[src/rtl/ppg_pkg.sv]
// Shared types, constants and table functions of the plasma pixel generator.
package ppg_pkg;

  localparam int unsigned PixW    = 4;
  localparam int unsigned PixN    = 1 << PixW;
  localparam int unsigned TimeW   = 24;
  localparam int unsigned ModeW   = 5;
  localparam int unsigned ByteW   = 8;

  localparam int unsigned AngleW  = 26;
  localparam int unsigned CoordW  = 22;
  localparam int unsigned SineW   = 16;
  localparam int unsigned QuartW  = 15;
  localparam int unsigned DegW    = 15;
  localparam int unsigned IdxW    = 9;
  localparam int unsigned KW      = 7;
  localparam int unsigned QuartN  = 91;

  localparam int unsigned SqW     = 44;
  localparam int unsigned RootW   = SqW / 2;
  localparam int unsigned RemW    = RootW + 4;
  localparam int unsigned SqrtLat = RootW / 2;
  localparam int unsigned SineLat = 5;

  typedef logic signed [AngleW-1:0] angle_t;
  typedef logic signed [CoordW-1:0] coord_t;
  typedef logic signed [SineW-1:0]  sine_t;
  typedef logic [ModeW-1:0]         mode_t;
  typedef logic [ByteW-1:0]         byte_t;

  typedef struct packed {
    logic          neg;
    logic [KW-1:0] k;
  } quad_t;

  localparam logic [21:0] DegPerRad = 22'd3754936;
  localparam logic [15:0] Inv360    = 16'd46603;
  localparam logic [14:0] ThirdQ16  = 15'd21845;
  localparam logic signed [18:0] PiQ16 = 19'sd205887;
  localparam angle_t Pi23Q16 = 26'sd137258;
  localparam angle_t Pi43Q16 = 26'sd274517;
  localparam coord_t CoordOfs = 22'sd131072;
  localparam sine_t  SineOne  = 16'sd16384;

  localparam mode_t MODE_SPECTRUM   = 5'd1;
  localparam mode_t MODE_AMBER      = 5'd2;
  localparam mode_t MODE_WARM       = 5'd3;
  localparam mode_t MODE_PASTEL     = 5'd4;
  localparam mode_t MODE_GRAY       = 5'd5;
  localparam mode_t MODE_MINT       = 5'd12;
  localparam mode_t MODE_CYAN_PULSE = 5'd13;
  localparam mode_t MODE_MAGENTA    = 5'd14;
  localparam mode_t MODE_MAG_PULSE  = 5'd15;
  localparam mode_t MODE_TEAL       = 5'd16;
  localparam mode_t MODE_LILAC      = 5'd17;
  localparam mode_t MODE_PURPLE     = 5'd18;
  localparam mode_t MODE_SWAP_RG    = 5'd19;
  localparam mode_t MODE_SWAP_RB    = 5'd20;
  localparam mode_t MODE_RESET      = MODE_SPECTRUM;

  localparam byte_t ByteFull = 8'hFF;
  localparam byte_t ByteGray = 8'h80;

  function automatic logic [63:0] taylor_div(input logic [63:0] t, input int unsigned n);
    case (n)
      1:       return t / 64'd6;
      2:       return t / 64'd20;
      3:       return t / 64'd42;
      4:       return t / 64'd72;
      5:       return t / 64'd110;
      6:       return t / 64'd156;
      7:       return t / 64'd210;
      default: return t / 64'd272;
    endcase
  endfunction

  // sin(k degrees) in Q1.14 for k in 0..90, from a fixed-point Taylor series
  function automatic logic [QuartW-1:0] quarter_sine(input int unsigned k);
    logic [63:0] x;
    logic [63:0] x2;
    logic [63:0] term;
    logic [63:0] sum;
    x    = (64'(k) * 64'd3373259426) / 64'd180;
    x2   = (x * x) >> 30;
    term = x;
    sum  = x;
    for (int unsigned n = 1; n <= 8; n++) begin
      term = (term * x2) >> 30;
      term = taylor_div(term, n);
      if (n[0]) sum = sum - term;
      else      sum = sum + term;
    end
    return QuartW'((sum + 64'd32768) >> 16);
  endfunction

  // fold a degree index 0..359 onto the quarter wave
  function automatic quad_t fold_idx(input logic [IdxW-1:0] idx);
    quad_t f;
    if (idx <= 9'd90) begin
      f.neg = 1'b0;
      f.k   = KW'(idx);
    end else if (idx <= 9'd180) begin
      f.neg = 1'b0;
      f.k   = KW'(9'd180 - idx);
    end else if (idx <= 9'd270) begin
      f.neg = 1'b1;
      f.k   = KW'(idx - 9'd180);
    end else begin
      f.neg = 1'b1;
      f.k   = KW'(9'd360 - idx);
    end
    return f;
  endfunction

  // (255 * (s + 1.0)) >> 15
  function automatic byte_t color_byte(input sine_t s);
    logic signed [16:0] sx;
    logic [24:0] y;
    sx = 17'(s) + 17'sd16384;
    y  = {8'd0, sx} * 25'd255;
    return y[22:15];
  endfunction

endpackage

[src/rtl/ppg_sine.sv]
// Pipelined sine and cosine lookup of a Q.16 radian angle through a degree table.
module ppg_sine (
  input  logic            clk_i,
  input  logic            en_i,
  input  ppg_pkg::angle_t angle_i,
  output ppg_pkg::sine_t  sin_o,
  output ppg_pkg::sine_t  cos_o
);
  import ppg_pkg::*;

  logic [QuartW-1:0] qrom [QuartN];

  for (genvar g = 0; g < QuartN; g++) begin : g_rom
    assign qrom[g] = quarter_sine(g);
  end

  logic                 neg1_q, neg2_q;
  logic [DegW-1:0]      deg1_q, deg2_q;
  logic [KW-1:0]        q2_q;
  logic [IdxW-1:0]      idx3_q;
  quad_t                fs4_q, fc4_q;
  sine_t                sin_q, cos_q;

  logic [AngleW-1:0]    mag;
  logic [AngleW+21:0]   prod;
  logic [DegW+15:0]     qprod;
  logic [DegW-1:0]      rem_full;
  logic [IdxW:0]        rem_lo;
  logic [IdxW-1:0]      rem_w, idx_d, cidx;
  logic [IdxW:0]        cidx_sum;

  always_comb begin
    mag      = angle_i[AngleW-1] ? AngleW'(-angle_i) : AngleW'(angle_i);
    prod     = {22'd0, mag} * {{AngleW{1'b0}}, DegPerRad};
    qprod    = {16'd0, deg1_q} * {{DegW{1'b0}}, Inv360};
    // quotient may fall one short, so the remainder stays below 720
    rem_full = deg2_q - DegW'({8'd0, q2_q} * 15'd360);
    rem_lo   = rem_full[IdxW:0];
    rem_w    = (rem_lo >= 10'd360) ? IdxW'(rem_lo - 10'd360) : IdxW'(rem_lo);
    idx_d    = (neg2_q && rem_w != '0) ? IdxW'(9'd360 - rem_w) : rem_w;
    cidx_sum = {1'b0, idx3_q} + 10'd90;
    cidx     = (cidx_sum >= 10'd360) ? IdxW'(cidx_sum - 10'd360) : IdxW'(cidx_sum);
  end

  always_ff @(posedge clk_i) begin
    if (en_i) begin
      neg1_q <= angle_i[AngleW-1];
      deg1_q <= prod[32 +: DegW];
      neg2_q <= neg1_q;
      deg2_q <= deg1_q;
      q2_q   <= qprod[24 +: KW];
      idx3_q <= idx_d;
      fs4_q  <= fold_idx(idx3_q);
      fc4_q  <= fold_idx(cidx);
      sin_q  <= fs4_q.neg ? -sine_t'({1'b0, qrom[fs4_q.k]}) : sine_t'({1'b0, qrom[fs4_q.k]});
      cos_q  <= fc4_q.neg ? -sine_t'({1'b0, qrom[fc4_q.k]}) : sine_t'({1'b0, qrom[fc4_q.k]});
    end
  end

  assign sin_o = sin_q;
  assign cos_o = cos_q;

endmodule

[config.mk]
export PLATFORM = sky130hd
export DESIGN_NAME = ppg_sine
export DESIGN_NICKNAME = d
export VERILOG_FILES = /design/src/rtl/ppg_pkg.sv /design/src/rtl/ppg_sine.sv
export SDC_FILE = /design/constraint.sdc
export NUM_CORES = 1
export LEC_CHECK = 0
export ABC_AREA = 0
export BUFFER_PORTS_ARGS = -buffer_cell sky130_fd_sc_hd__clkbuf_2
export CORE_ASPECT_RATIO = 1.2
export CORE_MARGIN = 2
export CORE_UTILIZATION = 35
export DETAILED_ROUTE_END_ITERATION = 7
export PLACE_DENSITY = 0.61
export SKIP_CTS_REPAIR_TIMING = 1
export SYNTH_ARGS = -nofsm -noshare
export SYNTH_HDL_FRONTEND = slang
export SYNTH_SLANG_ARGS = --single-unit
export TNS_END_PERCENT = 30
[constraint.sdc]
create_clock -name clk_i -period 17.8 [get_ports clk_i]
set_input_delay 4.45 -clock clk_i [delete_from_list [all_inputs] [get_ports clk_i]]
set_output_delay 4.45 -clock clk_i [all_outputs]
set_load 0.005 [all_outputs]
## Word level (Yosys, flattened, before mapping)

Memory sizes are Yosys's and may differ from the RTL's.
Cells that the tools add are included.

| cells by class | value |
|---|---|
| $add $sub $neg | 14 |
| multiply operators | 3 |
| order comparisons | 10 |
| muxes and demuxes | 16 |
| bitwise gates (word level) | 2 |
| reductions and logical operators | 4 |

Operators with widths:

| cell | count |
|---|---|
| 15-bit 2-to-1 mux | 6 |
| 26-bit by 19-bit multiplier with 44-bit output, second input constant | 1 |
| 7-bit 2-to-1 mux | 6 |
| 15-bit negation with 16-bit output | 2 |
| 15-bit by 16-bit multiplier with 31-bit output, second input constant | 1 |
| 9-bit 2-to-1 mux | 3 |
| 26-bit 2-to-1 mux | 1 |
| 26-bit negation | 1 |
| 10-bit by 9-bit >= comparator with 1-bit output, second input constant | 2 |
| 9-bit by 7-bit less-or-equal comparator with 1-bit output, second input constant | 2 |
| 9-bit by 8-bit less-or-equal comparator with 1-bit output, second input constant | 2 |
| 9-bit less-or-equal comparator, second input constant | 2 |
| 9-bit subtractor, second input constant | 2 |
| 8-bit >= comparator, second input constant | 2 |
| 7-bit NOT with 8-bit output | 2 |
| 6-bit by 7-bit subtractor with 7-bit output, first input constant | 2 |
| 7-bit by 6-bit subtractor with 7-bit output, second input constant | 2 |
| 7-bit subtractor, first input constant | 2 |
| 9-bit by 7-bit adder with 10-bit output, second input constant | 1 |
| 10-bit subtractor | 1 |
| 9-bit nonzero test | 1 |
| 9-bit subtractor, first input constant | 1 |
| 7-bit by 6-bit multiplier with 7-bit output, second input constant | 1 |
| 2-bit OR reduction | 2 |
| 1-bit logical AND | 1 |

| word-level totals | value |
|---|---|
| bits in registers | 91 |
| bits in read-only memories | 3840 |
| bits of input ports | 28 |
| output and inout port bits | 32 |
| word-level logic and storage cells | 65 |
| memories kept | 2 |

Memory list:

| name | depth | width | rd ports | clocked after memory_dff | wr ports | line | source |
|---|---|---|---|---|---|---|---|
| (name not given) | 128 | 15 | 1 | 0 | 0 | ppg_sine.sv:56 | `cos_q <= fc4_q.neg ? -sine_t'({1'b0, qrom[fc4_q.k]}) : sine_t'({1'b0, qrom[fc4_q.k]});` |
| (name not given) | 128 | 15 | 1 | 0 | 0 | ppg_sine.sv:55 | `sin_q <= fs4_q.neg ? -sine_t'({1'b0, qrom[fs4_q.k]}) : sine_t'({1'b0, qrom[fs4_q.k]});` |

## Longest topological paths before layout

| logic depth | value |
|---|---|
| word-level depth | 7 |
| mapped depth | 31 |
| mapped depth without buffers | 31 |

## Worst setup path after synthesis

OpenSTA, ideal clock, no wires.

| timing path | value |
|---|---|
| path type | input -> register |
| from | input port angle_i[11] |
| to | register deg1_q[10] (data pin) |
| library setup time | 0.258 ns |
| arrival time | 11.931 ns |
| required time | 17.542 ns |
| setup slack | 5.611 ns |
| cell stages on the path | 27 |
| buffers on the path | 0 |
| path through | or4_1 > nor3_1 > nand3_1 > o41ai_1 > nand2_1 > xor2_1 > ha_1 > fa_1 > inv_1 > fa_1 > inv_1 > fa_1 > fa_1 > inv_1 > fa_1 > inv_1 > ha_1 > a21o_1 > a21o_1 > a21oi_1 > o21ai_0 > a211oi_1 > o21bai_1 > a221oi_1 > o21ai_0 > a21oi_1 > xnor2_1 |

| on the way | value |
|---|---|
| longest elaborated chain between the ends | 3 |

RTL lines:

| item | line | source |
|---|---|---|
| start, declared | ppg_sine.sv:5 | `input ppg_pkg::angle_t angle_i,` |
| 26-bit negation | ppg_sine.sv:33 | `mag = angle_i[AngleW-1] ? AngleW'(-angle_i) : AngleW'(angle_i);` |
| 26-bit 2-to-1 mux (*) | ppg_sine.sv:33 |  |
| 26-bit by 19-bit multiplier with 44-bit output (*) | ppg_sine.sv:34 | `prod = {22'd0, mag} * {{AngleW{1'b0}}, DegPerRad};` |
| named net prod[42] | ppg_sine.sv:25 | `logic [AngleW+21:0] prod;` |
| end signal, assigned | ppg_sine.sv:48 | `deg1_q <= prod[32 +: DegW];` |
| end, declared | ppg_sine.sv:18 | `logic [DegW-1:0] deg1_q, deg2_q;` |

Mark *: on every way through the listed nets, which the timed path passes. The rest lies on a longest branch.
A chain may end at the register's enable or synchronous reset.

## Worst setup path after layout

| timing path | value |
|---|---|
| from | input port angle_i[3] |
| to | register deg1_q[10] (data pin) |

The elaborated chain is that of the path after synthesis.

==> flow_metrics.tcl <==
set metrics [dict create \
    status "completed" \
    final_util_pct 37.4 \
    drv_cap 0 \
    finalClockSkew_ps 17.2 \
    relSlewSlack_pct 26.2 \
    syn_area_per_cell_sq_um 9.12 \
    finalWirelength_microns 52300 \
    report.final.setup_viol 0 \
    globalRouteOverflowTotal 0 \
    core_area_sq_um 60800 \
    boundaryPins 60 \
    grt_first_pass_wirelength_microns 85800 \
    dp_hpwl_microns 43200 \
    critPathCaptureType "flip-flop" \
    detail_route.first_pass.iterations 5 \
    first_global_vias 16900 \
    hold_class "flip-flop to flip-flop" \
    whs_endpoint "neg2_q" \
    floorplan.die.width_microns 230 \
    rr_worst_depth 19 \
    critical_path_arrival_ps 13190 \
    synth_cells 2356 \
    initialDrtViolationCount 1179 \
    grt_antenna_before_repair 0 \
    layout.cells.most_common_list "inv_1, ha_1, fa_1, o21ai_0, nand2_1" \
    synth_cell_type_count 98 \
    timing.rr.start "deg1_q[9]" \
    net_count_synth 2995 \
    startpoint_type "input pin" \
    synth-main-ff-cell "edfxtp_1" \
    synth-seq-area-share_pct 12.6 \
    final-max-slew-violation-count 0 \
    path_class "input pin to flip-flop" \
    timing.hold.worst.start "neg1_q" \
    numPortBuffers 59 \
    grtUsageMet3_pct 1.50 \
    met1_usage_pct 19.7 \
    fin_nets 2989 \
    timing.rr.end "q2_q[6]" \
    cts-root-buf "clkbuf_16" \
    clock_tree.htree_level_count 3 \
    rows 99 \
    hold_viol 0 \
    final_weighted_congestion_in_routability_driven_placement 0.925 \
    insertedDiodeCount 0 \
    grt_start_max_net_pins 75 \
    fin_ws_ps 4740 \
    dpl_ws_ps 4290 \
    ff2ff_setup_slack_ps 11880 \
    numCtsBuffers 9 \
    critical_path_required_ps 17930 \
    synth_edf_count 90 \
    die_area_sq_um 63400 \
    initial_utilization_pct 35.3 \
    multiInputGateArea_sq_um 16500 \
    cts_max_path_buffers 2 \
    detailroute.via_count 16300 \
    cp_slowest_cell "xor2_1" \
    gr-usage-all-layers_pct 16.6 \
    area_growth_syn_to_layout_pct 5.98 \
    critPathMaxStageDelay_ps 820 \
    register_bit_count_reported_by_yosys 90 \
    unrepaired_setup_endpoints_after_global_routing "false" \
    final_layout_size_suffix_gt1_share_pct 5.40 \
    clk_transition_reported_paths_ps 80 \
    n_fill_cell 6131 \
    timing_worst_slew_pin_value_ps 1100 \
    routed_via_density 5.17 \
    drt-wirelength-per-cell_microns 16.5 \
    post-route-period-util_pct 73.4 \
    post_synth_instance_area_sq_um 21500 \
    mostFrequentLayoutCell "inv_1" \
    total_area_of_sequential_cells_sq_um 2700 \
    cts_sinks 90 \
    async_reset_ff_share_pct 0 \
    tns_ps 0 \
    timing.fmax_mhz 76.6 \
    die_height_microns 275 \
    worst_hold_path.num_cells 0 \
    final_period_minus_worst_setup_slack_ps 13060 \
    drtAntennaViolNets 0 \
    grt.busiest_layer "met2" \
    globalRouteMet2Util_pct 32.0 \
    tritoncts_clock_tree "yes" \
    number_of_warnings_issued_by_yosys 0 \
    drc_violations 0 \
    clkLatencyLatePin_ps 380 \
    worstPathMaxFanout 9 \
]
## area by class of cell
class	instances	share of cell area [%]
flip-flops and latches	90	11.9
clock buffers	9	0.989
well taps	808	4.44
multi-input cells	1685	72.6
inverters	490	8.08
repair buffers	74	1.80
clock inverters	6	0.181
## how the worst max path moves through the flow
stage | cells after the start | end | slack, ps | startpoint
after CTS | 29 | deg1_q[10] | 4720 | angle_i[3]
final | 29 | deg1_q[10] | 4740 | angle_i[3]
after floorplan | 27 | deg1_q[10] | 5610 | angle_i[11]
after global routing | 28 | deg1_q[12] | 4030 | angle_i[3]
after global placement | 29 | deg1_q[10] | 4560 | angle_i[3]
after detailed placement | 29 | deg1_q[10] | 4290 | angle_i[3]
## critical path, delay by kind of cell
kind                       cells  cell delay (ps)
adders and majority gates      7             3060
xor gates and xnor gates       2              910
AOI/OAI and AO/OA             10             3000
buffers and inverters          5              310
and+or+nand+nor                5             1450
## cells by family after synthesis
kind of cell | count (synthesis) | synth area share [%]
xor+xnor | 147 | 6.06
buf+inv | 581 | 10.4
simple gates | 437 | 10.3
fa+ha+maj | 612 | 44.4
compound gates | 466 | 14.6
mux | 23 | 1.67
flops | 90 | 12.6
## routing by layer
layer  share of wire, %  vias up
met1                 41     8016
met5                  0        -
met4                2.2        0
met2                 54      347
met3                2.7       64
li1                   -     7917
## cell usage after synthesis, types with 14 or more instances
cell        n  area, sq um
inv_1     489         1840
ha_1      361         4520
fa_1      250         5000
nand2_1   110          413
o21ai_0   110          551
a21oi_1   101          505
xnor2_1    99          867
nor2_1     98          368
edfxtp_1   90         2700
clkbuf_1   48          180
xor2_1     47          412
nand3_1    37          185
nand2b_1   32          200
nor3_1     32          160
buf_2      27          135
nor2b_1    27          169
a21o_1     26          195
o211ai_1   24          180
a31oi_1    22          138
and2_1     17          106
o21a_1     17          128
o31ai_1    17          128
a211oi_1   14          105
## through the flow
stage          instance area, sq um  instances  hold WS [ps]
6_report                      22800       3162           429
5_1_grt                       22800       3162           431
4_1_cts                       22800       3162           431
3_5_place_dp                  22500       3147           412
3_3_place_gp                  22500       3147           410
2_1_floorplan                 21500       2356           400
## registers in the layout (all words and copies together) (netlist names)
| register | count |
|---|---|
| cos_o | 16 |
| sin_o | 16 |
| deg1_q | 15 |
| deg2_q | 10 |
| idx3_q | 9 |
| fs4_q | 8 |
| fc4_q | 7 |
| q2_q | 7 |
| neg1_q | 1 |
| neg2_q | 1 |
Power is not shown: default switching activity piles up to over one toggle a cycle in this logic, so the estimate is an artifact.
