==> src/rtl/ppg_pkg.sv <==
// Shared types, constants and table functions of the plasma pixel generator.
package ppg_pkg;

  localparam int unsigned PixW    = 4;
  localparam int unsigned PixN    = 1 << PixW;
  localparam int unsigned TimeW   = 24;
  localparam int unsigned ModeW   = 5;
  localparam int unsigned ByteW   = 8;

  localparam int unsigned AngleW  = 26;
  localparam int unsigned CoordW  = 22;
  localparam int unsigned SineW   = 16;
  localparam int unsigned QuartW  = 15;
  localparam int unsigned DegW    = 15;
  localparam int unsigned IdxW    = 9;
  localparam int unsigned KW      = 7;
  localparam int unsigned QuartN  = 91;

  localparam int unsigned SqW     = 44;
  localparam int unsigned RootW   = SqW / 2;
  localparam int unsigned RemW    = RootW + 4;
  localparam int unsigned SqrtLat = RootW / 2;
  localparam int unsigned SineLat = 5;

  typedef logic signed [AngleW-1:0] angle_t;
  typedef logic signed [CoordW-1:0] coord_t;
  typedef logic signed [SineW-1:0]  sine_t;
  typedef logic [ModeW-1:0]         mode_t;
  typedef logic [ByteW-1:0]         byte_t;

  typedef struct packed {
    logic          neg;
    logic [KW-1:0] k;
  } quad_t;

  localparam logic [21:0] DegPerRad = 22'd3754936;
  localparam logic [15:0] Inv360    = 16'd46603;
  localparam logic [14:0] ThirdQ16  = 15'd21845;
  localparam logic signed [18:0] PiQ16 = 19'sd205887;
  localparam angle_t Pi23Q16 = 26'sd137258;
  localparam angle_t Pi43Q16 = 26'sd274517;
  localparam coord_t CoordOfs = 22'sd131072;
  localparam sine_t  SineOne  = 16'sd16384;

  localparam mode_t MODE_SPECTRUM   = 5'd1;
  localparam mode_t MODE_AMBER      = 5'd2;
  localparam mode_t MODE_WARM       = 5'd3;
  localparam mode_t MODE_PASTEL     = 5'd4;
  localparam mode_t MODE_GRAY       = 5'd5;
  localparam mode_t MODE_MINT       = 5'd12;
  localparam mode_t MODE_CYAN_PULSE = 5'd13;
  localparam mode_t MODE_MAGENTA    = 5'd14;
  localparam mode_t MODE_MAG_PULSE  = 5'd15;
  localparam mode_t MODE_TEAL       = 5'd16;
  localparam mode_t MODE_LILAC      = 5'd17;
  localparam mode_t MODE_PURPLE     = 5'd18;
  localparam mode_t MODE_SWAP_RG    = 5'd19;
  localparam mode_t MODE_SWAP_RB    = 5'd20;
  localparam mode_t MODE_RESET      = MODE_SPECTRUM;

  localparam byte_t ByteFull = 8'hFF;
  localparam byte_t ByteGray = 8'h80;

  function automatic logic [63:0] taylor_div(input logic [63:0] t, input int unsigned n);
    case (n)
      1:       return t / 64'd6;
      2:       return t / 64'd20;
      3:       return t / 64'd42;
      4:       return t / 64'd72;
      5:       return t / 64'd110;
      6:       return t / 64'd156;
      7:       return t / 64'd210;
      default: return t / 64'd272;
    endcase
  endfunction

  // sin(k degrees) in Q1.14 for k in 0..90, from a fixed-point Taylor series
  function automatic logic [QuartW-1:0] quarter_sine(input int unsigned k);
    logic [63:0] x;
    logic [63:0] x2;
    logic [63:0] term;
    logic [63:0] sum;
    x    = (64'(k) * 64'd3373259426) / 64'd180;
    x2   = (x * x) >> 30;
    term = x;
    sum  = x;
    for (int unsigned n = 1; n <= 8; n++) begin
      term = (term * x2) >> 30;
      term = taylor_div(term, n);
      if (n[0]) sum = sum - term;
      else      sum = sum + term;
    end
    return QuartW'((sum + 64'd32768) >> 16);
  endfunction

  // fold a degree index 0..359 onto the quarter wave
  function automatic quad_t fold_idx(input logic [IdxW-1:0] idx);
    quad_t f;
    if (idx <= 9'd90) begin
      f.neg = 1'b0;
      f.k   = KW'(idx);
    end else if (idx <= 9'd180) begin
      f.neg = 1'b0;
      f.k   = KW'(9'd180 - idx);
    end else if (idx <= 9'd270) begin
      f.neg = 1'b1;
      f.k   = KW'(idx - 9'd180);
    end else begin
      f.neg = 1'b1;
      f.k   = KW'(9'd360 - idx);
    end
    return f;
  endfunction

  // (255 * (s + 1.0)) >> 15
  function automatic byte_t color_byte(input sine_t s);
    logic signed [16:0] sx;
    logic [24:0] y;
    sx = 17'(s) + 17'sd16384;
    y  = {8'd0, sx} * 25'd255;
    return y[22:15];
  endfunction

endpackage

==> src/rtl/ppg_sqrt.sv <==
// Pipelined floor square root, two result bits per stage.
module ppg_sqrt (
  input  logic                     clk_i,
  input  logic                     en_i,
  input  logic [ppg_pkg::SqW-1:0]  rad_i,
  output logic [ppg_pkg::RootW-1:0] root_o
);
  import ppg_pkg::*;

  logic [RemW-1:0]  rem_q  [SqrtLat];
  logic [RootW-1:0] root_q [SqrtLat];
  logic [SqW-1:0]   rad_q  [SqrtLat];

  function automatic logic [RemW+RootW-1:0] sq_step(input logic [RemW-1:0] rem,
                                                   input logic [RootW-1:0] root,
                                                   input logic [1:0] pair);
    logic [RemW-1:0] r;
    logic [RemW-1:0] trial;
    r     = {rem[RemW-3:0], pair};
    trial = {2'b00, root, 2'b01};
    if (r >= trial) return {r - trial, root[RootW-2:0], 1'b1};
    else            return {r, root[RootW-2:0], 1'b0};
  endfunction

  for (genvar j = 0; j < SqrtLat; j++) begin : g_stage
    logic [RemW-1:0]       rem_in;
    logic [RootW-1:0]      root_in;
    logic [SqW-1:0]        rad_in;
    logic [RemW+RootW-1:0] mid, fin;

    if (j == 0) begin : g_first
      assign rem_in  = '0;
      assign root_in = '0;
      assign rad_in  = rad_i;
    end else begin : g_next
      assign rem_in  = rem_q[j-1];
      assign root_in = root_q[j-1];
      assign rad_in  = rad_q[j-1];
    end

    always_comb begin
      mid = sq_step(rem_in, root_in, rad_in[SqW-1 -: 2]);
      fin = sq_step(mid[RootW +: RemW], mid[RootW-1:0], rad_in[SqW-3 -: 2]);
    end

    always_ff @(posedge clk_i) begin
      if (en_i) begin
        rem_q[j]  <= fin[RootW +: RemW];
        root_q[j] <= fin[RootW-1:0];
        rad_q[j]  <= {rad_in[SqW-5:0], 4'd0};
      end
    end
  end

  assign root_o = root_q[SqrtLat-1];

endmodule

==> config.mk <==
export PLATFORM = sky130hd
export DESIGN_NAME = ppg_sqrt
export DESIGN_NICKNAME = d
export VERILOG_FILES = /design/src/rtl/ppg_pkg.sv /design/src/rtl/ppg_sqrt.sv
export SDC_FILE = /design/constraint.sdc
export NUM_CORES = 1
export LEC_CHECK = 0
export BUFFER_PORTS_ARGS = -buffer_cell sky130_fd_sc_hd__buf_2
export CORE_MARGIN = 2
export CORE_UTILIZATION = 58
export DETAILED_ROUTE_END_ITERATION = 8
export PLACE_DENSITY = 0.77
export SLEW_MARGIN = 30
export SYNTH_ARGS = -nofsm -noshare
export SYNTH_HDL_FRONTEND = slang
export SYNTH_SLANG_ARGS = --single-unit
==> constraint.sdc <==
create_clock -name clk_i -period 5.4 [get_ports clk_i]
set_input_delay 1.62 -clock clk_i [delete_from_list [all_inputs] [get_ports clk_i]]
set_output_delay 1.62 -clock clk_i [all_outputs]
set_load 0.05 [all_outputs]
# ---- Word-level counts from Yosys, hierarchy flattened
# Memories as Yosys holds them, arrays and structs flattened.
# Cells that the tools add are included.
dict set report op_classes {
  add_sub_neg 22
  order_cmp 22
  n_mux 24
}
# cell count
set ops {}
lappend ops {{$ge A26 B24 Y1} 21}
lappend ops {{$mux W48} 11}
lappend ops {{$mux W46} 11}
lappend ops {{$sub A26 B24 Y26} 11}
lappend ops {{$sub A24 B24 Y24} 10}
lappend ops {{$sub A2 B1 Y3 const B} 1}
lappend ops {{$ge A2 B1 Y1 const B} 1}
lappend ops {{$mux W1} 2}
dict set report totals {
  ff_bits 0
  ram_bits 968
  inputBits 46
  wordCells 71
  mem_count 3
}
# name words width read_ports rd_clocked_by_memory_dff write_ports line
set mem_list {}
lappend mem_list {rad_q 11 40 10 0 11 ppg_sqrt.sv:12} ;# logic [SqW-1:0] rad_q [SqrtLat];
lappend mem_list {rem_q 11 26 10 0 11 ppg_sqrt.sv:10} ;# logic [RemW-1:0] rem_q [SqrtLat];
lappend mem_list {root_q 11 22 11 0 11 ppg_sqrt.sv:11} ;# logic [RootW-1:0] root_q [SqrtLat];

# ---- Depth between registers and ports, before layout
# Gate-level depths: netlist of run 1.
# An unclocked memory read counts as a cell.
dict set report depth {
  word_depth 5
  mapped_depth 25
  ltp_nobuf 23
}

# ---- Worst setup path before layout of run 1
# OpenSTA, ideal clock, no wires.
dict set report synth_timing {
  kind {register -> register}
  start {mem rem_q[8][3] in the netlist's numbering}
  end {mem rem_q[9][5] in the netlist's numbering (data pin)}
  arrival_time_ns 5.093
  setup_slack_ns 0.047
  stages_incl_launch_ff 20
  n_path_buf 4
  cell_sequence {edfxtp_1 -> ha_1 -> clkbuf_1 -> o2111ai_1 -> a2111o_1 -> a31oi_1 -> nand2b_1 -> buf_2 -> buf_1 -> mux2_2 -> ha_1 -> and4_1 -> a21oi_1 -> nand2_1 -> a31oi_1 -> a2bb2oi_1 -> a31oi_2 -> nor4_2 -> buf_2 -> mux2_2}
}
# element line
set synth_rtl {}
lappend synth_rtl {{from (decl)} ppg_sqrt.sv:10}

==> summary.md, run 1 <==
| Metric | Value |
|---|---|
| Status | `completed` |
| Place WS | `-145 ps` |
| Comb pwr share | `0.414` |
| CTS tree | `built` |
| Async set-reset flop share out of synthesis | `0` |
| Syn-to-layout area delta | `12.1%` |
| Reg2reg start | `rem_q[7][15]` |
| Cts hold-fix bufs | `0` |
| Cell count after synthesis | `3610` |
| Initial DRC count | `2737` |
| CP Cell Sequence | `ha_1 > buf_4 > and4_1 > nand4_1 > o211ai_1 > or4_4 > buf_6 > nor2_1 > nor2_1 > ha_1 > nand4_1 > or3_4 > nor3b_1 > mux2i_1 > a21oi_2 > o21ai_1 > buf_4 > nand4_1 > buf_4 > buf_12 > nand3_1 > or2_2 > xor2_1` |
| Cell Int Power | `11600 uW` |
| Drt via density | `6.03` |
| Hold Startpoint | `rad_q[0][8]` |
| Highest Clock Rate | `191 MHz` |
| EDFF count, synth | `578` |
| Total power | `18300 uW` |
| Largest net degree at the start of global routing | `111` |
| Non-Filler Instances | `4700` |
| Num CTS Buffers | `60` |
| Worst Skew | `41.0 ps` |
| Core Rows | `93` |
| Vias in the first global route | `26327` |
| Share of cells above drive strength 1 | `0.118` |
| Commonest cells post-synth | `edfxtp_1, nor2_1, a21oi_1, ha_1, nand2_1` |
| DIE AREA | `66600 um^2` |
| Yosys top cell by area | `edfxtp_1` |
| Number of synthesized register bits | `578` |
| Power per cell area | `437 nW/um^2` |
| Dpl hpwl | `66.6 mm` |
| First-pass GRT wire length | `140 mm` |
| Final min period | `5240 ps` |
| Max Fanout on Critical Path | `13` |
| Aggregate global-route resource usage | `0.258` |
| Max VDD drop | `0.000303 V` |
| Worst Setup End Kind | `flop` |
| Routability cong. | `0.946` |
| Delay of the slowest critical-path stage | `500 ps` |
| CP Launch Point | `rem_q[7][15]` |
| Area of the core | `64100 um^2` |
| Slew HR | `0.457` |
| Seq/Total Area, Yosys | `0.463` |
| Routed wire length | `87.9 mm` |
| Diodes inserted | `0` |
| Sw frac | `0.366` |
| Syn avg cell area | `10.4 um^2` |
| Starting Density | `0.584` |
| Worst slew pin tran | `794 ps` |
| Clock transition at the registers of the reported paths | `60 ps` |
| Final Core Density | `0.655` |
| Net Sw Power | `6710 uW` |
| Crit Path Class | `flop to flop` |
| Main synth FF type | `edfxtp_1` |
| Drt drc | `0` |
| Share of the synthesized area in the top cell type | `0.463` |
| Nets | `4112` |
| Worst EP arrival | `5620 ps` |
| Post-DRT Antenna Nets | `0` |
| Clock Tree Buf Depth | `3` |
| Initial antenna violation count | `2` |
| Port Buffer Count | `67` |
| Dpl cells | `4579` |
| Final setup fails | `0` |
| Flop pwr share | `0.354` |
| Synth cell types | `98` |
| First-pass detailed-route iteration total | `6` |
| Final worst slack | `163 ps` |
| Crit path launch type | `flop` |
| Warnings, synthesis | `0` |
| Final Hold Viols | `0` |
| Hold_ws | `411 ps` |
| Req. time, crit path | `5780 ps` |
| Tightest Hold Check Type | `flop to flop` |
| Count leader, synth | `edfxtp_1` |
| Static Leak | `0.0167 uW` |
| Clock power frac | `0.231` |
| Period utilization | `0.970` |
| Overall die width | `258 um` |
| IO Count | `68` |
| Number of max-cap violations | `0` |
| Cell at the root of the clock tree | `clkbuf_16` |
| H-tree depth | `2` |
| Largest cells by area after synthesis | `edfxtp_1, ha_1, xnor2_1` |
| Die height | `258 um` |
| Total number of vias | `28353` |
| Critical-path top delay cell | `or4_4` |
| WL per Instance | `18.7 um` |
| Clock sink count | `578` |
| Post-Syn Area | `37500 um^2` |
| Max Slew Vio Count | `0` |
| Grt ovf | `0` |
| Clock latency on the worst-skew pair | `650 ps` |
==> worst max-delay path: cells and delay by family (launching register included) <==
kind	cells	cell delay, ps
XOR/XNOR	1	140
adder cells (fa/ha/maj)	2	660
flip-flops	1	390
AND/OR/NAND/NOR	11	2360
multiplexers	1	140
buffers and inverters	5	810
AO/OA/AOI/OAI	3	490
==> registers in the layout, indices dropped and copies added, names as in the netlist <==
register / cells
rem_q: 226
root_q: 132
rad_q: 220
==> routing by layer <==
metal / track usage / up-vias / share of wire
li1: - / 13920 / -
met5: 0 / - / 0.00022
met2: 0.406 / 904 / 0.45
met3: 0.0375 / 129 / 0.066
met1: 0.379 / 13396 / 0.46
met4: 0.0633 / 4 / 0.022
==> power groups by stage <==
| stage | clock network (uW) | logic [uW] | registers [uW] |
|---|---|---|---|
| 2_1_floorplan | 0 | 5510 | 6350 |
| 6_report | 4240 | 7600 | 6500 |
| 4_1_cts | 4330 | 7330 | 6490 |
| 3_5_place_dp | 0 | 7270 | 6580 |
| 3_3_place_gp | 0 | 7180 | 6560 |
| 5_1_grt | 4480 | 8390 | 6570 |
==> layout make-up <==
type                            count  area [um^2]
Fill cell                        4957        22100
Multi-Input combinational cell   2730        19200
Sequential cell                   578        17400
Clock buffer                       63         1510
Timing Repair Buffer              198         1450
Tap cell                          855         1070
Inverter                          226          853
Clock inverter                     50          528
==> metrics by stage <==
stage | TNS (ps) | cell area, um^2
6_report | 0 | 42000
3_5_place_dp | -612 | 39600
2_1_floorplan | 0 | 37500
4_1_cts | 0 | 41600
3_3_place_gp | -10.1 | 39600
5_1_grt | -151 | 42000
==> layout by cell type, fill, tap and decap left out, types with 43 or more instances in the layout <==
cell type,instances
a21o_1,103
a21oi_1,270
buf_2,66
buf_4,120
clkbuf_16,61
edfxtp_1,578
ha_1,270
inv_1,217
mux2_2,45
nand2_1,254
nand3_1,77
nand4_1,53
nor2_1,289
nor3_1,96
nor4_1,48
o21a_1,47
o21ai_0,151
o31ai_1,43
xnor2_1,215
xor2_1,126
==> cells by family (layout without fill, tap and decap cells) <==
kind of cell,count (synthesis),after routing,share of synthesized area
buffers and inverters,303,537,0.0313
xor gates and xnor gates,341,341,0.0797
DFF,578,578,0.463
and+or+nand+nor,1135,1135,0.155
AOI/OAI and AO/OA,904,904,0.157
adders and majority gates,272,272,0.0908
muxes,76,76,0.0222
other,1,2,0.000100
==> repair_timing <==
item,CTS,global route
setup endpoints to repair,21,89
setup buffers,0,7
pin swaps,0,12
cloned,0,1
gates resized for setup,3,57
==> final timing paths <==
check	endpoint	slack, ps	cells after the start
worst min register to register	rad_q[1][12]	410	0
worst min-delay path	rad_q[1][12]	410	0
worst max register to register	rem_q[8][23]	160	23
worst max-delay path	rem_q[8][23]	160	23
(Power assumes the default switching activity.)
==> run 2: changes to the inputs <==
BUFFER_PORTS_ARGS = default   (was -buffer_cell sky130_fd_sc_hd__buf_2)
CORE_UTILIZATION = 55   (was 58)
DONT_BUFFER_PORTS = 1   (was default)
PLACE_DENSITY = 0.72   (was 0.77)
==> summary.md, run 2 (synthesized netlist as in run 1, its figures left out) <==
| Metric | Value |
|---|---|
| Total number of vias | `27792 (-2.0%)` |
| Final setup fails | `0 (unchanged)` |
| Cell Int Power | `11500 uW (-0.95%)` |
| Largest net degree at the start of global routing | `579 (+420%)` |
| Critical R2R Capture | `rem_q[8][23]` |
| Commonest cells after routing, fill and taps aside | `edfxtp_1, nor2_1, a21oi_1` |
| Area occupied by multi-input gates | `19200 um^2 (about the same)` |
| IO Count | `68 (unchanged)` |
| Commonest non-fill, non-tap cell in the layout | `edfxtp_1` |
| Crit path launch type | `flop` |
| Clock power frac | `0.227 (-0.004)` |
| Die height | `265 um (+2.6%)` |
| Num CTS Buffers | `60 (unchanged)` |
| Reg2reg setup slack | `150 ps (about the same)` |
| Final Hold Viols | `0 (unchanged)` |
| Final min period | `5250 ps (+13.5 ps)` |
| Final Core Density | `0.617 (-0.0378)` |
| Max Slew Vio Count | `94 (+94)` |
| Flop pwr share | `0.364 (+0.010)` |
| CTS tree | `built` |
| Number of flip-flops in the largest register | `226 (unchanged)` |
| Nets | `4036 (-1.8%)` |
| Routed wire length | `87.3 mm (-0.70%)` |
| Syn-to-layout area delta | `10.8%` |
| Clock latency on the worst-skew pair | `660 ps (about the same)` |
| Clock transition at the registers of the reported paths | `60 ps (about the same)` |
| Area of the core | `67300 um^2 (+4.9%)` |
| Routability cong. | `0.922 (-2.5%)` |
| Drt via density | `5.99 (-0.75%)` |
| Hold Startpoint | `rad_q[1][24]` |
| Final Cell Area | `41500 um^2 (-1.1%)` |
| Critical-path top delay cell | `or4_4` |
| Worst slew pin tran | `1550 ps (+758 ps)` |
| Failing checks | `slew limit` |
| CP Launch Point | `root_q[7][14]` |
| Setup TNS | `0 ps (unchanged)` |
| First-pass detailed-route iteration total | `6 (unchanged)` |
| CP Cell Sequence | `inv_1 > ha_2 > and4_2 > nand4_1 > o211ai_1 > or4_4 > buf_6 > nor2_1 > a21oi_1 > ha_1 > inv_1 > or3_4 > nor3b_1 > mux2i_1 > a21oi_2 > o21ai_1 > buf_4 > nand4_1 > buf_4 > buf_12 > nand3_1 > or2_2 > xor2_1` |
| Delay of the slowest critical-path stage | `500 ps (about the same)` |
| Cell at the root of the clock tree | `clkbuf_16` |
| Post-DRT Antenna Nets | `0 (unchanged)` |
| Period utilization | `0.972 (+0.00250)` |
| Reg2reg start | `root_q[7][14]` |
| Most flops, register | `rem_q` |
| Comb pwr share | `0.409 (-0.005)` |
| Hold_ws | `413 ps (+2.12 ps)` |
| Slew HR | `-0.0347 (-0.491)` |
| Worst EP arrival | `5650 ps (+30 ps)` |
| Dpl hpwl | `65.0 mm (-2.4%)` |
| Grt ovf | `0 (unchanged)` |
| Number of max-cap violations | `0 (unchanged)` |
| Drt drc | `0 (unchanged)` |
| Biggest regs | `rem_q x226, rad_q x220, root_q x132` |
| Placed cell area | `39100 um^2 (-1.1%)` |
| FF-to-FF path depth | `23 (unchanged)` |
| Worst Skew | `46.5 ps (+5.43 ps)` |
| Core Rows | `95 (+2.2%)` |
| Starting Density | `0.557 (-0.0275)` |
| Clock Tree Buf Depth | `3 (unchanged)` |
| Static Leak | `0.0164 uW (-2.0%)` |
| Status | `finished with violations` |
| Port Buffer Count | `0 (-100%)` |
| CP endpoint | `rem_q[8][23]` |
| Vias in the first global route | `25708 (-2.4%)` |
| Initial antenna violation count | `6 (+4)` |
| Initial DRC count | `2624 (-4.1%)` |
| Clock sink count | `578 (unchanged)` |
| Tightest Hold Check Type | `flop to flop` |
| Worst Setup End Kind | `flop` |
| Aggregate global-route resource usage | `0.243 (-0.0154)` |
| WL per Instance | `18.8 um (+0.54%)` |
| Overall die width | `265 um (+2.6%)` |
| FILL cells | `5466 (+10%)` |
| DIE AREA | `70200 um^2 (+5.4%)` |
| First-pass GRT wire length | `138 mm (-1.1%)` |
| Power per cell area | `435 nW/um^2 (-0.43%)` |
| Highest Clock Rate | `190 MHz (-0.26%)` |
| Max Fanout on Critical Path | `15 (+2)` |
| Crit Path Class | `flop to flop` |
| Share of cells above drive strength 1 | `0.100 (-0.0174)` |
| Max VDD drop | `0.000410 V (+35%)` |
| Req. time, crit path | `5800 ps (+20 ps)` |
| Sw frac | `0.362 (-0.00391)` |
| FF+latch area | `17400 um^2 (unchanged)` |
| H-tree depth | `2 (unchanged)` |
| Net Sw Power | `6540 uW (-2.6%)` |
## run 2: changes by cell type in the layout (fill, tap and decap cells not counted), sizes merged
cell	previous run	this run
clkinv	32	29
inv	228	226
diode	0	4
buf	197	121
clkinvlp	9	4
clkbuf	64	71
bufinv	7	6
## run 2: worst min path at each step
| stage | end | cells past startpoint | slack [ps] |
|---|---|---|---|
| final | rad_q[2][28] | 0 | 410 |
| after global routing | rad_q[2][31] | 0 | 420 |
| after CTS | rad_q[2][28] | 0 | 420 |
| after detailed placement | rad_q[1][15] | 0 | 400 |
| after global placement | rad_q[9][38] | 0 | 400 |
| after floorplan | rad_q[1][10] | 0 | 400 |
## run 2: metrics by stage
| step | total power [uW] | cells | setup slack (ps) |
|---|---|---|---|
| 6_report | 18000 | 4642 | 149 |
| 5_1_grt | 19200 | 4640 | -79.5 |
| 4_1_cts | 17900 | 4626 | 1.34 |
| 3_5_place_dp | 13700 | 4517 | -89.9 |
| 3_3_place_gp | 13600 | 4517 | -71.6 |
| 2_1_floorplan | 11900 | 3611 | 47.2 |
## run 2: layout make-up
| cell class | count | share of cell area |
|---|---|---|
| tap | 873 | 0.0263 |
| clock inverter | 39 | 0.0103 |
| antenna | 4 | 0.000241 |
| multi-input combinational | 2730 | 0.463 |
| clock buffer | 70 | 0.0371 |
| sequential | 578 | 0.418 |
| timing repair buffer | 122 | 0.0242 |
| inverter | 226 | 0.0206 |
## run 2: critical path: cells and delay by family, from the launching register on
family,cells,cell delay [ps]
simple gates,9,2090
buf+inv,6,900
fa+ha+maj,2,760
compound gates,4,550
flops,1,390
mux,1,140
xor+xnor,1,140
## run 2: routing by layer
metal,track usage,vias up,wire length (um)
li1,-,13769,-
met1,0.364,13076,42100
met2,0.362,810,37000
met3,0.0497,131,6360
met4,0.0566,6,1800
met5,0,-,39
## run 2: repair_timing
action	in CTS	in global routing
cloned	0	1
resized for setup	8	61
pin swaps	0	9
endpoints found under the setup margin	28	134
setup buffers	0	11
hold buffers	0	0
## run 2: power by group through the flow
stage | Sequential (uW) | Clock [uW] | Combinational (uW)
finish | 6560 | 4100 | 7380
global route | 6640 | 4360 | 8230
CTS | 6550 | 4210 | 7100
detailed placement | 6640 | 0 | 7040
global placement | 6630 | 0 | 7000
floorplan | 6350 | 0 | 5510
